[src/hdl/hsp_pkg.sv]
// hsp_pkg: widths, character codes, prefix tables and types for the status line parser
// no dependencies; imported by the channel interfaces, the parser and its checker
package hsp_pkg;

    localparam int BYTE_W = 8;
    localparam int CODE_W = 10;
    localparam int POS_W  = 4;

    localparam logic [CODE_W-1:0] CODE_MAX = CODE_W'(999);

    localparam logic [BYTE_W-1:0] CH_SPACE = 8'h20;
    localparam logic [BYTE_W-1:0] CH_ZERO  = 8'h30;
    localparam logic [BYTE_W-1:0] CH_ONE   = 8'h31;
    localparam logic [BYTE_W-1:0] CH_NINE  = 8'h39;
    localparam logic [BYTE_W-1:0] CH_H     = 8'h48;
    localparam logic [BYTE_W-1:0] CH_I     = 8'h49;

    localparam logic [POS_W-1:0] HTTP_PREFIX_LEN = 4'd7;
    localparam logic [POS_W-1:0] HTTP_MINOR_POS  = 4'd7;
    localparam logic [POS_W-1:0] HTTP_SPACE_POS  = 4'd8;
    localparam logic [POS_W-1:0] HTTP_CODE_LAST  = 4'd11;
    localparam logic [POS_W-1:0] HTTP_DONE_POS   = 4'd12;
    localparam logic [POS_W-1:0] ICY_PREFIX_LEN  = 4'd4;
    localparam logic [POS_W-1:0] ICY_CODE_LAST   = 4'd6;
    localparam logic [POS_W-1:0] ICY_DONE_POS    = 4'd7;
    localparam logic [POS_W-1:0] POS_MAX         = 4'd15;

    typedef enum logic [1:0] {
        PK_UNDECIDED = 2'd0,
        PK_HTTP      = 2'd1,
        PK_ICY       = 2'd2
    } prefix_kind_t;

    // expected byte of "HTTP/1." at a position
    function automatic logic [BYTE_W-1:0] http_char(input logic [2:0] pos);
        logic [BYTE_W-1:0] c;
        case (pos)
            3'd0:    c = 8'h48;
            3'd1:    c = 8'h54;
            3'd2:    c = 8'h54;
            3'd3:    c = 8'h50;
            3'd4:    c = 8'h2f;
            3'd5:    c = 8'h31;
            3'd6:    c = 8'h2e;
            default: c = 8'h00;
        endcase
        return c;
    endfunction

    // expected byte of "ICY " at a position
    function automatic logic [BYTE_W-1:0] icy_char(input logic [1:0] pos);
        logic [BYTE_W-1:0] c;
        case (pos)
            2'd0:    c = 8'h49;
            2'd1:    c = 8'h43;
            2'd2:    c = 8'h59;
            default: c = 8'h20;
        endcase
        return c;
    endfunction

endpackage

[src/hdl/hsp_if.sv]
// hsp_line_if and hsp_result_if: valid/ready channels of the status line parser
// depends on hsp_pkg for the field widths
interface hsp_line_if
    import hsp_pkg::*;
();
    logic              valid;
    logic              ready;
    logic [BYTE_W-1:0] line_byte;
    logic              line_end;

    modport source (output valid, output line_byte, output line_end, input ready);
    modport sink   (input valid, input line_byte, input line_end, output ready);
endinterface

interface hsp_result_if
    import hsp_pkg::*;
();
    logic              valid;
    logic              ready;
    logic              has_byte;
    logic [BYTE_W-1:0] message_byte;
    logic              done_res;
    logic              protocol_minor;
    logic [CODE_W-1:0] status_code;
    logic              malformed;

    modport source (output valid, output has_byte, output message_byte, output done_res,
                    output protocol_minor, output status_code, output malformed,
                    input ready);
    modport sink   (input valid, input has_byte, input message_byte, input done_res,
                    input protocol_minor, input status_code, input malformed,
                    output ready);
endinterface

[src/hdl/http_status_line_parser.sv]
// http_status_line_parser: byte-serial HTTP/1.x and ICY status line parser
// depends on hsp_pkg and the channel interfaces in hsp_if.sv
//
// usage
// - line: one request per byte of the status line, line_end set on the last byte
// - result: one request per reason message byte (has_byte set) and one for the
//   last byte of a line (done_res set, with protocol_minor, status_code, malformed);
//   bytes of the prefix and code, and bytes after an error, give no request
// - a byte goes into an input register; the parse logic then updates the
//   line state and fills the result register, which drives result.valid, so
//   an accepted byte passes the input register and then the result register
// - one byte is accepted every cycle; the only limit is the result register,
//   which must be free or be emptied in the same cycle
// - when result.ready is low the result holds; a byte that gives no result
//   still passes, a byte that gives one waits in the input register and
//   line.ready drops once that register is full
// - reset empties both registers and starts a new line; the line state also
//   returns to its start after every line_end byte
module http_status_line_parser
    import hsp_pkg::*;
(
    input  logic         clk,
    input  logic         rst_n,
    hsp_line_if.sink     line,
    hsp_result_if.source result
);

    logic              in_valid_reg;
    logic [BYTE_W-1:0] in_byte_reg;
    logic              in_end_reg;

    logic              out_valid_reg;
    logic              out_has_reg;
    logic [BYTE_W-1:0] out_byte_reg;
    logic              out_done_reg;
    logic              out_minor_reg;
    logic [CODE_W-1:0] out_code_reg;
    logic              out_malformed_reg;

    logic [POS_W-1:0]  pos_reg, pos_next;
    prefix_kind_t      kind_reg, kind_next;
    logic              minor_reg, minor_next;
    logic [CODE_W-1:0] code_reg, code_next;
    logic              msg_reg, msg_next;
    logic              err_reg, err_next;

    logic              has;
    logic              ok;
    logic              fin_minor;
    logic [CODE_W-1:0] fin_code;
    logic              res_valid;
    logic              slot_free;
    logic              in_pop;
    logic              is_digit;
    logic [BYTE_W-1:0] digit;
    logic [12:0]       acc;

    assign slot_free  = !out_valid_reg || result.ready;
    assign in_pop     = in_valid_reg && (!res_valid || slot_free);
    assign line.ready = !in_valid_reg || in_pop;

    assign is_digit = (in_byte_reg >= CH_ZERO) && (in_byte_reg <= CH_NINE);
    assign digit    = in_byte_reg - CH_ZERO;
    assign acc      = {code_reg, 3'b000} + {2'b00, code_reg, 1'b0} + {9'd0, digit[3:0]};

    always_comb
    begin
        pos_next   = pos_reg;
        kind_next  = kind_reg;
        minor_next = minor_reg;
        code_next  = code_reg;
        msg_next   = msg_reg;
        err_next   = err_reg;
        has        = 1'b0;

        if (!err_reg)
        begin
            if (msg_reg)
            begin
                has = 1'b1;
            end
            else
            begin
                unique case (kind_reg)
                    PK_UNDECIDED:
                    begin
                        if (in_byte_reg == CH_H)
                            kind_next = PK_HTTP;
                        else if (in_byte_reg == CH_I)
                            kind_next = PK_ICY;
                        else
                            err_next = 1'b1;
                    end
                    PK_HTTP:
                    begin
                        if (pos_reg < HTTP_PREFIX_LEN)
                        begin
                            if (in_byte_reg != http_char(pos_reg[2:0]))
                                err_next = 1'b1;
                        end
                        else if (pos_reg == HTTP_MINOR_POS)
                        begin
                            if (in_byte_reg == CH_ZERO)
                                minor_next = 1'b0;
                            else if (in_byte_reg == CH_ONE)
                                minor_next = 1'b1;
                            else
                                err_next = 1'b1;
                        end
                        else if (pos_reg == HTTP_SPACE_POS)
                        begin
                            if (in_byte_reg != CH_SPACE)
                                err_next = 1'b1;
                        end
                        else if (pos_reg <= HTTP_CODE_LAST)
                        begin
                            if (is_digit)
                                code_next = acc[CODE_W-1:0];
                            else
                                err_next = 1'b1;
                        end
                        else if (in_byte_reg == CH_SPACE)
                            msg_next = 1'b1;
                        else
                            err_next = 1'b1;
                    end
                    PK_ICY:
                    begin
                        if (pos_reg < ICY_PREFIX_LEN)
                        begin
                            if (in_byte_reg != icy_char(pos_reg[1:0]))
                                err_next = 1'b1;
                        end
                        else if (pos_reg <= ICY_CODE_LAST)
                        begin
                            if (is_digit)
                                code_next = acc[CODE_W-1:0];
                            else
                                err_next = 1'b1;
                        end
                        else if (in_byte_reg == CH_SPACE)
                            msg_next = 1'b1;
                        else
                            err_next = 1'b1;
                    end
                    default:
                        err_next = 1'b1;
                endcase

                if (pos_reg < POS_MAX)
                    pos_next = pos_reg + 4'd1;
            end
        end

        ok = !err_next && (msg_next ||
                           (kind_next == PK_HTTP && pos_next == HTTP_DONE_POS) ||
                           (kind_next == PK_ICY && pos_next == ICY_DONE_POS));
        res_valid = in_valid_reg && (has || in_end_reg);

        // result fields come from the values before the end-of-line restart
        fin_minor = minor_next;
        fin_code  = code_next;

        if (in_end_reg)
        begin
            pos_next   = '0;
            kind_next  = PK_UNDECIDED;
            minor_next = 1'b0;
            code_next  = '0;
            msg_next   = 1'b0;
            err_next   = 1'b0;
        end
    end

    always_ff @(posedge clk or negedge rst_n)
    begin
        if (!rst_n)
        begin
            in_valid_reg  <= 1'b0;
            out_valid_reg <= 1'b0;
            pos_reg       <= '0;
            kind_reg      <= PK_UNDECIDED;
            minor_reg     <= 1'b0;
            code_reg      <= '0;
            msg_reg       <= 1'b0;
            err_reg       <= 1'b0;
        end
        else
        begin
            if (line.valid && line.ready)
                in_valid_reg <= 1'b1;
            else if (in_pop)
                in_valid_reg <= 1'b0;

            if (in_pop && res_valid)
                out_valid_reg <= 1'b1;
            else if (result.ready)
                out_valid_reg <= 1'b0;

            if (in_pop)
            begin
                pos_reg   <= pos_next;
                kind_reg  <= kind_next;
                minor_reg <= minor_next;
                code_reg  <= code_next;
                msg_reg   <= msg_next;
                err_reg   <= err_next;
            end
        end
    end

    // payload registers
    always_ff @(posedge clk)
    begin
        if (line.valid && line.ready)
        begin
            in_byte_reg <= line.line_byte;
            in_end_reg  <= line.line_end;
        end
        if (in_pop && res_valid)
        begin
            out_has_reg       <= has;
            out_byte_reg      <= has ? in_byte_reg : '0;
            out_done_reg      <= in_end_reg;
            out_minor_reg     <= in_end_reg && ok && fin_minor;
            out_code_reg      <= (in_end_reg && ok) ? fin_code : '0;
            out_malformed_reg <= in_end_reg && !ok;
        end
    end

    assign result.valid          = out_valid_reg;
    assign result.has_byte       = out_has_reg;
    assign result.message_byte   = out_byte_reg;
    assign result.done_res       = out_done_reg;
    assign result.protocol_minor = out_minor_reg;
    assign result.status_code    = out_code_reg;
    assign result.malformed      = out_malformed_reg;

endmodule

[src/flat_wrapper.sv]
// flat-port wrapper written by rule: the top's interface ports become plain ports
module http_status_line_parser_flat import hsp_pkg::*;
  (clk, rst_n, line_valid, line_line_byte, line_line_end, line_ready, result_valid, result_has_byte, result_message_byte, result_done_res, result_protocol_minor, result_status_code, result_malformed, result_ready);
  hsp_line_if line_i ();
  hsp_result_if result_i ();
  input  logic clk;
  input  logic rst_n;
  input wire logic [$bits(line_i.valid)-1:0] line_valid;
  input wire logic [$bits(line_i.line_byte)-1:0] line_line_byte;
  input wire logic [$bits(line_i.line_end)-1:0] line_line_end;
  output wire logic [$bits(line_i.ready)-1:0] line_ready;
  output wire logic [$bits(result_i.valid)-1:0] result_valid;
  output wire logic [$bits(result_i.has_byte)-1:0] result_has_byte;
  output wire logic [$bits(result_i.message_byte)-1:0] result_message_byte;
  output wire logic [$bits(result_i.done_res)-1:0] result_done_res;
  output wire logic [$bits(result_i.protocol_minor)-1:0] result_protocol_minor;
  output wire logic [$bits(result_i.status_code)-1:0] result_status_code;
  output wire logic [$bits(result_i.malformed)-1:0] result_malformed;
  input wire logic [$bits(result_i.ready)-1:0] result_ready;
  assign line_i.valid = line_valid;
  assign line_i.line_byte = line_line_byte;
  assign line_i.line_end = line_line_end;
  assign line_ready = line_i.ready;
  assign result_valid = result_i.valid;
  assign result_has_byte = result_i.has_byte;
  assign result_message_byte = result_i.message_byte;
  assign result_done_res = result_i.done_res;
  assign result_protocol_minor = result_i.protocol_minor;
  assign result_status_code = result_i.status_code;
  assign result_malformed = result_i.malformed;
  assign result_i.ready = result_ready;
  http_status_line_parser u_core (.clk(clk), .rst_n(rst_n), .line(line_i), .result(result_i));
endmodule
[config.mk]
export PLATFORM = sky130hd
export DESIGN_NAME = http_status_line_parser_flat
export DESIGN_NICKNAME = d
export VERILOG_FILES = /design/src/hdl/hsp_pkg.sv /design/src/hdl/hsp_if.sv /design/src/hdl/http_status_line_parser.sv /design/src/flat_wrapper.sv
export SDC_FILE = /design/constraint.sdc
export NUM_CORES = 1
export LEC_CHECK = 0
export BUFFER_PORTS_ARGS = -buffer_cell sky130_fd_sc_hd__buf_4
export CELL_PAD_IN_SITES_DETAIL_PLACEMENT = 1
export CELL_PAD_IN_SITES_GLOBAL_PLACEMENT = 1
export CORE_MARGIN = 10
export CORE_UTILIZATION = 44
export CTS_CLUSTER_DIAMETER = 50
export DETAILED_ROUTE_END_ITERATION = 8
export PLACE_DENSITY = 0.74
export SLEW_MARGIN = 20
export SYNTH_ARGS = -nofsm -noshare
export SYNTH_HDL_FRONTEND = slang
export SYNTH_SLANG_ARGS = --single-unit
[constraint.sdc]
create_clock -name clk -period 8.2 [get_ports clk]
set_clock_uncertainty 0.1 [all_clocks]
set_input_delay 0.82 -clock clk [delete_from_list [all_inputs] [get_ports clk]]
set_output_delay 0.82 -clock clk [all_outputs]
set_load 0.02 [all_outputs]
==> summary.md <==
| Metric | Value |
|---|---|
| Vias per cell | 5.93 |
| Syn Nets | 374 |
| FF+latch count, synth | 52 |
| Critical path required time | 8.14 ns |
| CTS Sinks | 52 |
| Clock latency on the worst-skew pair | 0.31 ns |
| Gr usage total | 16.1% |
| CP max-delay cell | edfxtp_1 |
| Worst EP arrival | 3.30 ns |
| First-pass DRT Iterations | 4 |
| Crit end category | flip-flop |
| Met1 GRT Util | 22.4% |
| DRT iter0 DRCs | 170 |
| Slew @ Worst Pin | 0.985 ns |
| Cell variety after synth | 61 |
| Final worst slack | 4.84 ns |
| Vias in the first global route | 2,911 |
| Post-DP HPWL | 6870 um |
| Most common cell after layout, fill and taps aside | buf_4 |
| Top_reg_cell synth | edfxtp_1 |
| Port Buffers | 36 |
| Leak | 1.50 nW |
| Row cnt | 32 |
| Crit path cell chain | inv_1 -> fa_1 -> inv_1 -> fa_1 -> a21o_1 -> a21oi_1 -> or4_1 -> nand4_1 -> a22oi_1 -> nor4b_2 |
| Initial antenna violation count | 0 |
| Total grt overflow | 0 |
| GR Util met2 | 25.3% |
| Hold WS | 0.292 ns |
| N_diodes | 0 |
| Post_cts resized | 0 |
| Core box area | 0.00769 mm2 |
| Final hold viol count | 0 |
| RSZ-0062 raised after global routing | false |
| First-pass GRT wire length | 15,400 um |
| Commonest non-fill, non-tap cells in the layout | buf_4, edfxtp_1, nand2_1 |
| Max Clock Freq | 297 MHz |
| Pre-CTS setup slack | 4.83 ns |
| Number of routed nets with antenna violations | 0 |
| R2r startpoint | u_core.in_byte_reg[3] |
| Worst path max stage delay | 0.56 ns |
| VDD IR max | 0.0700 mV |
| Routed len/inst | ~20 um |
| Post-synth top area share | 26.9% |
| R2r endpoint | u_core.result.status_code[8] |
| Routed via count | ~2,800 |
| Largest net degree at the start of global routing | 26 |
| Clk Tree Root Cell | clkbuf_8 |
| R2R setup slack | 4.84 ns |
| Max-cap violations | 0 |
| Share of cells above drive strength 1 | 17.1% |
| Leading area contributor after synthesis | edfxtp_1 |
| CP max FO | 8 |
| Mapped Cells | 335 |
| Layout area overhead | 12.0% |
| Initial core utilization | 45.1% |
| Crit path max-delay family | adder cells |
| Clock Tree Buf Depth | 2 |
| Detailed-route wire length | 9180 um |
| Final Max Slew Viols | 0 |
| Synthesis Warnings | 0 |
| Worst path buffer plus inverter count | 2 |
| Die height | approximately 110 um |
| Final nets | 400 |
| Worst r2r path cells | 10 |
| Tcrit/Tclk final | 41.0% |
| Die W | roughly 110 um |
| Hold Path Class | input port to asynchronous set/reset pin |
| Hold-fix buffers at CTS | 0 |
| Post-synth EDFFs | 31 |
| I/O pin count | 37 |
| Setup tns final | 0 ns |
| Crit Path Category | flip-flop to flip-flop |
| Die footprint | around 0.012 mm2 |
| Residual DRC count | 0 |
| GRT met3 Usage | 2.89% |
| Clk slew on worst S/H paths | 0.10 ns |
| # Post-CTS Setup Buffers | 0 |
| Placed insts | 456 |
| CTS H-tree depth | 2 |
| Final non-filler cell total | 464 |
| Final-report setup violation count | 0 |
| Synth area leaders | edfxtp_1, dfrtp_1, ha_1, nor4b_2, nand2_1 |
| Most used routing layer | met2 |
| CTS tree | built |
| Syn Std Cell Area | 0.00346 mm2 |
| Min Tclk post-route | roughly 3.4 ns |
| Normalized max-slew margin | 34.0% |
| Syn_area_per_cell | 10.3 um2 |
| P per Cell Area | approximately 140 mW/mm2 |
| Status | finished, final reports clean |
| CP Launch Type | flip-flop |
| Num CTS Buffers | 5 |
| GP Congestion | 0.860 |
| Post-synthesis sequential area ratio | ~42% |
| Fraction of registers with async set/reset | 40.4% |
==> cells by family after synthesis <==
group	Yosys count	synth area share (%)
fa+ha+maj	26	9.83
simple gates	114	20.7
xor+xnor	15	3.79
flops	52	42.1
compound gates	90	18.1
buf+inv	33	4.01
mux	5	1.48
==> area by class of cell <==
cell class	instances	area (um2)
clock buffer	6	72.6
clock inverter	2	16.3
fill	877	3810
inverter	16	60.1
multi-input combinational	250	1880
sequential	52	1460
tap	102	128
timing repair buffer	36	270
==> report_power, final <==
part           leakage, nW  internal, mW  total, mW  switching [mW]
Clock               0.0414        0.0610      0.151          0.0896
Combinational        0.874        0.0405      0.102          0.0611
Sequential           0.583         0.290      0.308          0.0179
==> worst max path at each step <==
stage / startpoint / endpoint / cells after the start
after global placement: u_core.in_byte_reg[3] / u_core.result.status_code[8] / 10
final: u_core.in_byte_reg[3] / u_core.result.status_code[8] / 10
after detailed placement: u_core.in_byte_reg[3] / u_core.result.status_code[8] / 10
after global routing: u_core.in_byte_reg[3] / u_core.result.status_code[8] / 10
after floorplan: u_core.in_byte_reg[3] / u_core.result.status_code[8] / 11
after CTS: u_core.in_byte_reg[3] / u_core.result.status_code[8] / 10
==> cell usage after synthesis (2+ instances only) <==
| cell type | count |
|---|---|
| fa_1 | 2 |
| o21bai_1 | 2 |
| and2_1 | 11 |
| and3_1 | 3 |
| nor4b_2 | 9 |
| o2111ai_1 | 2 |
| o22ai_1 | 4 |
| nor2b_1 | 2 |
| a21boi_0 | 4 |
| inv_1 | 15 |
| o21ai_0 | 17 |
| nor3_1 | 7 |
| nor2_1 | 14 |
| nand3_1 | 5 |
| a311oi_1 | 2 |
| edfxtp_1 | 31 |
| xnor2_1 | 10 |
| a21o_1 | 4 |
| a32oi_1 | 2 |
| a22oi_1 | 6 |
| or4_4 | 2 |
| mux2i_1 | 4 |
| o21ai_1 | 10 |
| ha_1 | 24 |
| nand4_1 | 8 |
| dfrtp_1 | 21 |
| nor4_1 | 2 |
| a211oi_1 | 5 |
| buf_6 | 2 |
| a31oi_1 | 5 |
| clkbuf_1 | 15 |
| nor4b_1 | 5 |
| nand2b_1 | 8 |
| o21a_1 | 3 |
| a221oi_1 | 4 |
| xor2_1 | 5 |
| a21oi_1 | 6 |
| o211ai_1 | 3 |
| nand2_1 | 29 |
==> layer usage <==
metal	vias to the layer above	routed length, um
met5	-	0
met4	0	97
met3	8	436
met2	55	4140
met1	1370	4500
li1	1319	-
==> metrics by stage <==
| stage | power [mW] | util, % | area (um2) |
|---|---|---|---|
| 2_1_floorplan | 0.378 | - | 3460 |
| 3_3_place_gp | 0.412 | 49.2 | 3780 |
| 3_5_place_dp | 0.416 | 49.2 | 3780 |
| 4_1_cts | 0.566 | 50.4 | 3870 |
| 5_1_grt | 0.587 | 50.5 | 3880 |
| 6_report | 0.561 | 50.5 | 3880 |
No activity file was read; power rests on OpenSTA's default activity.
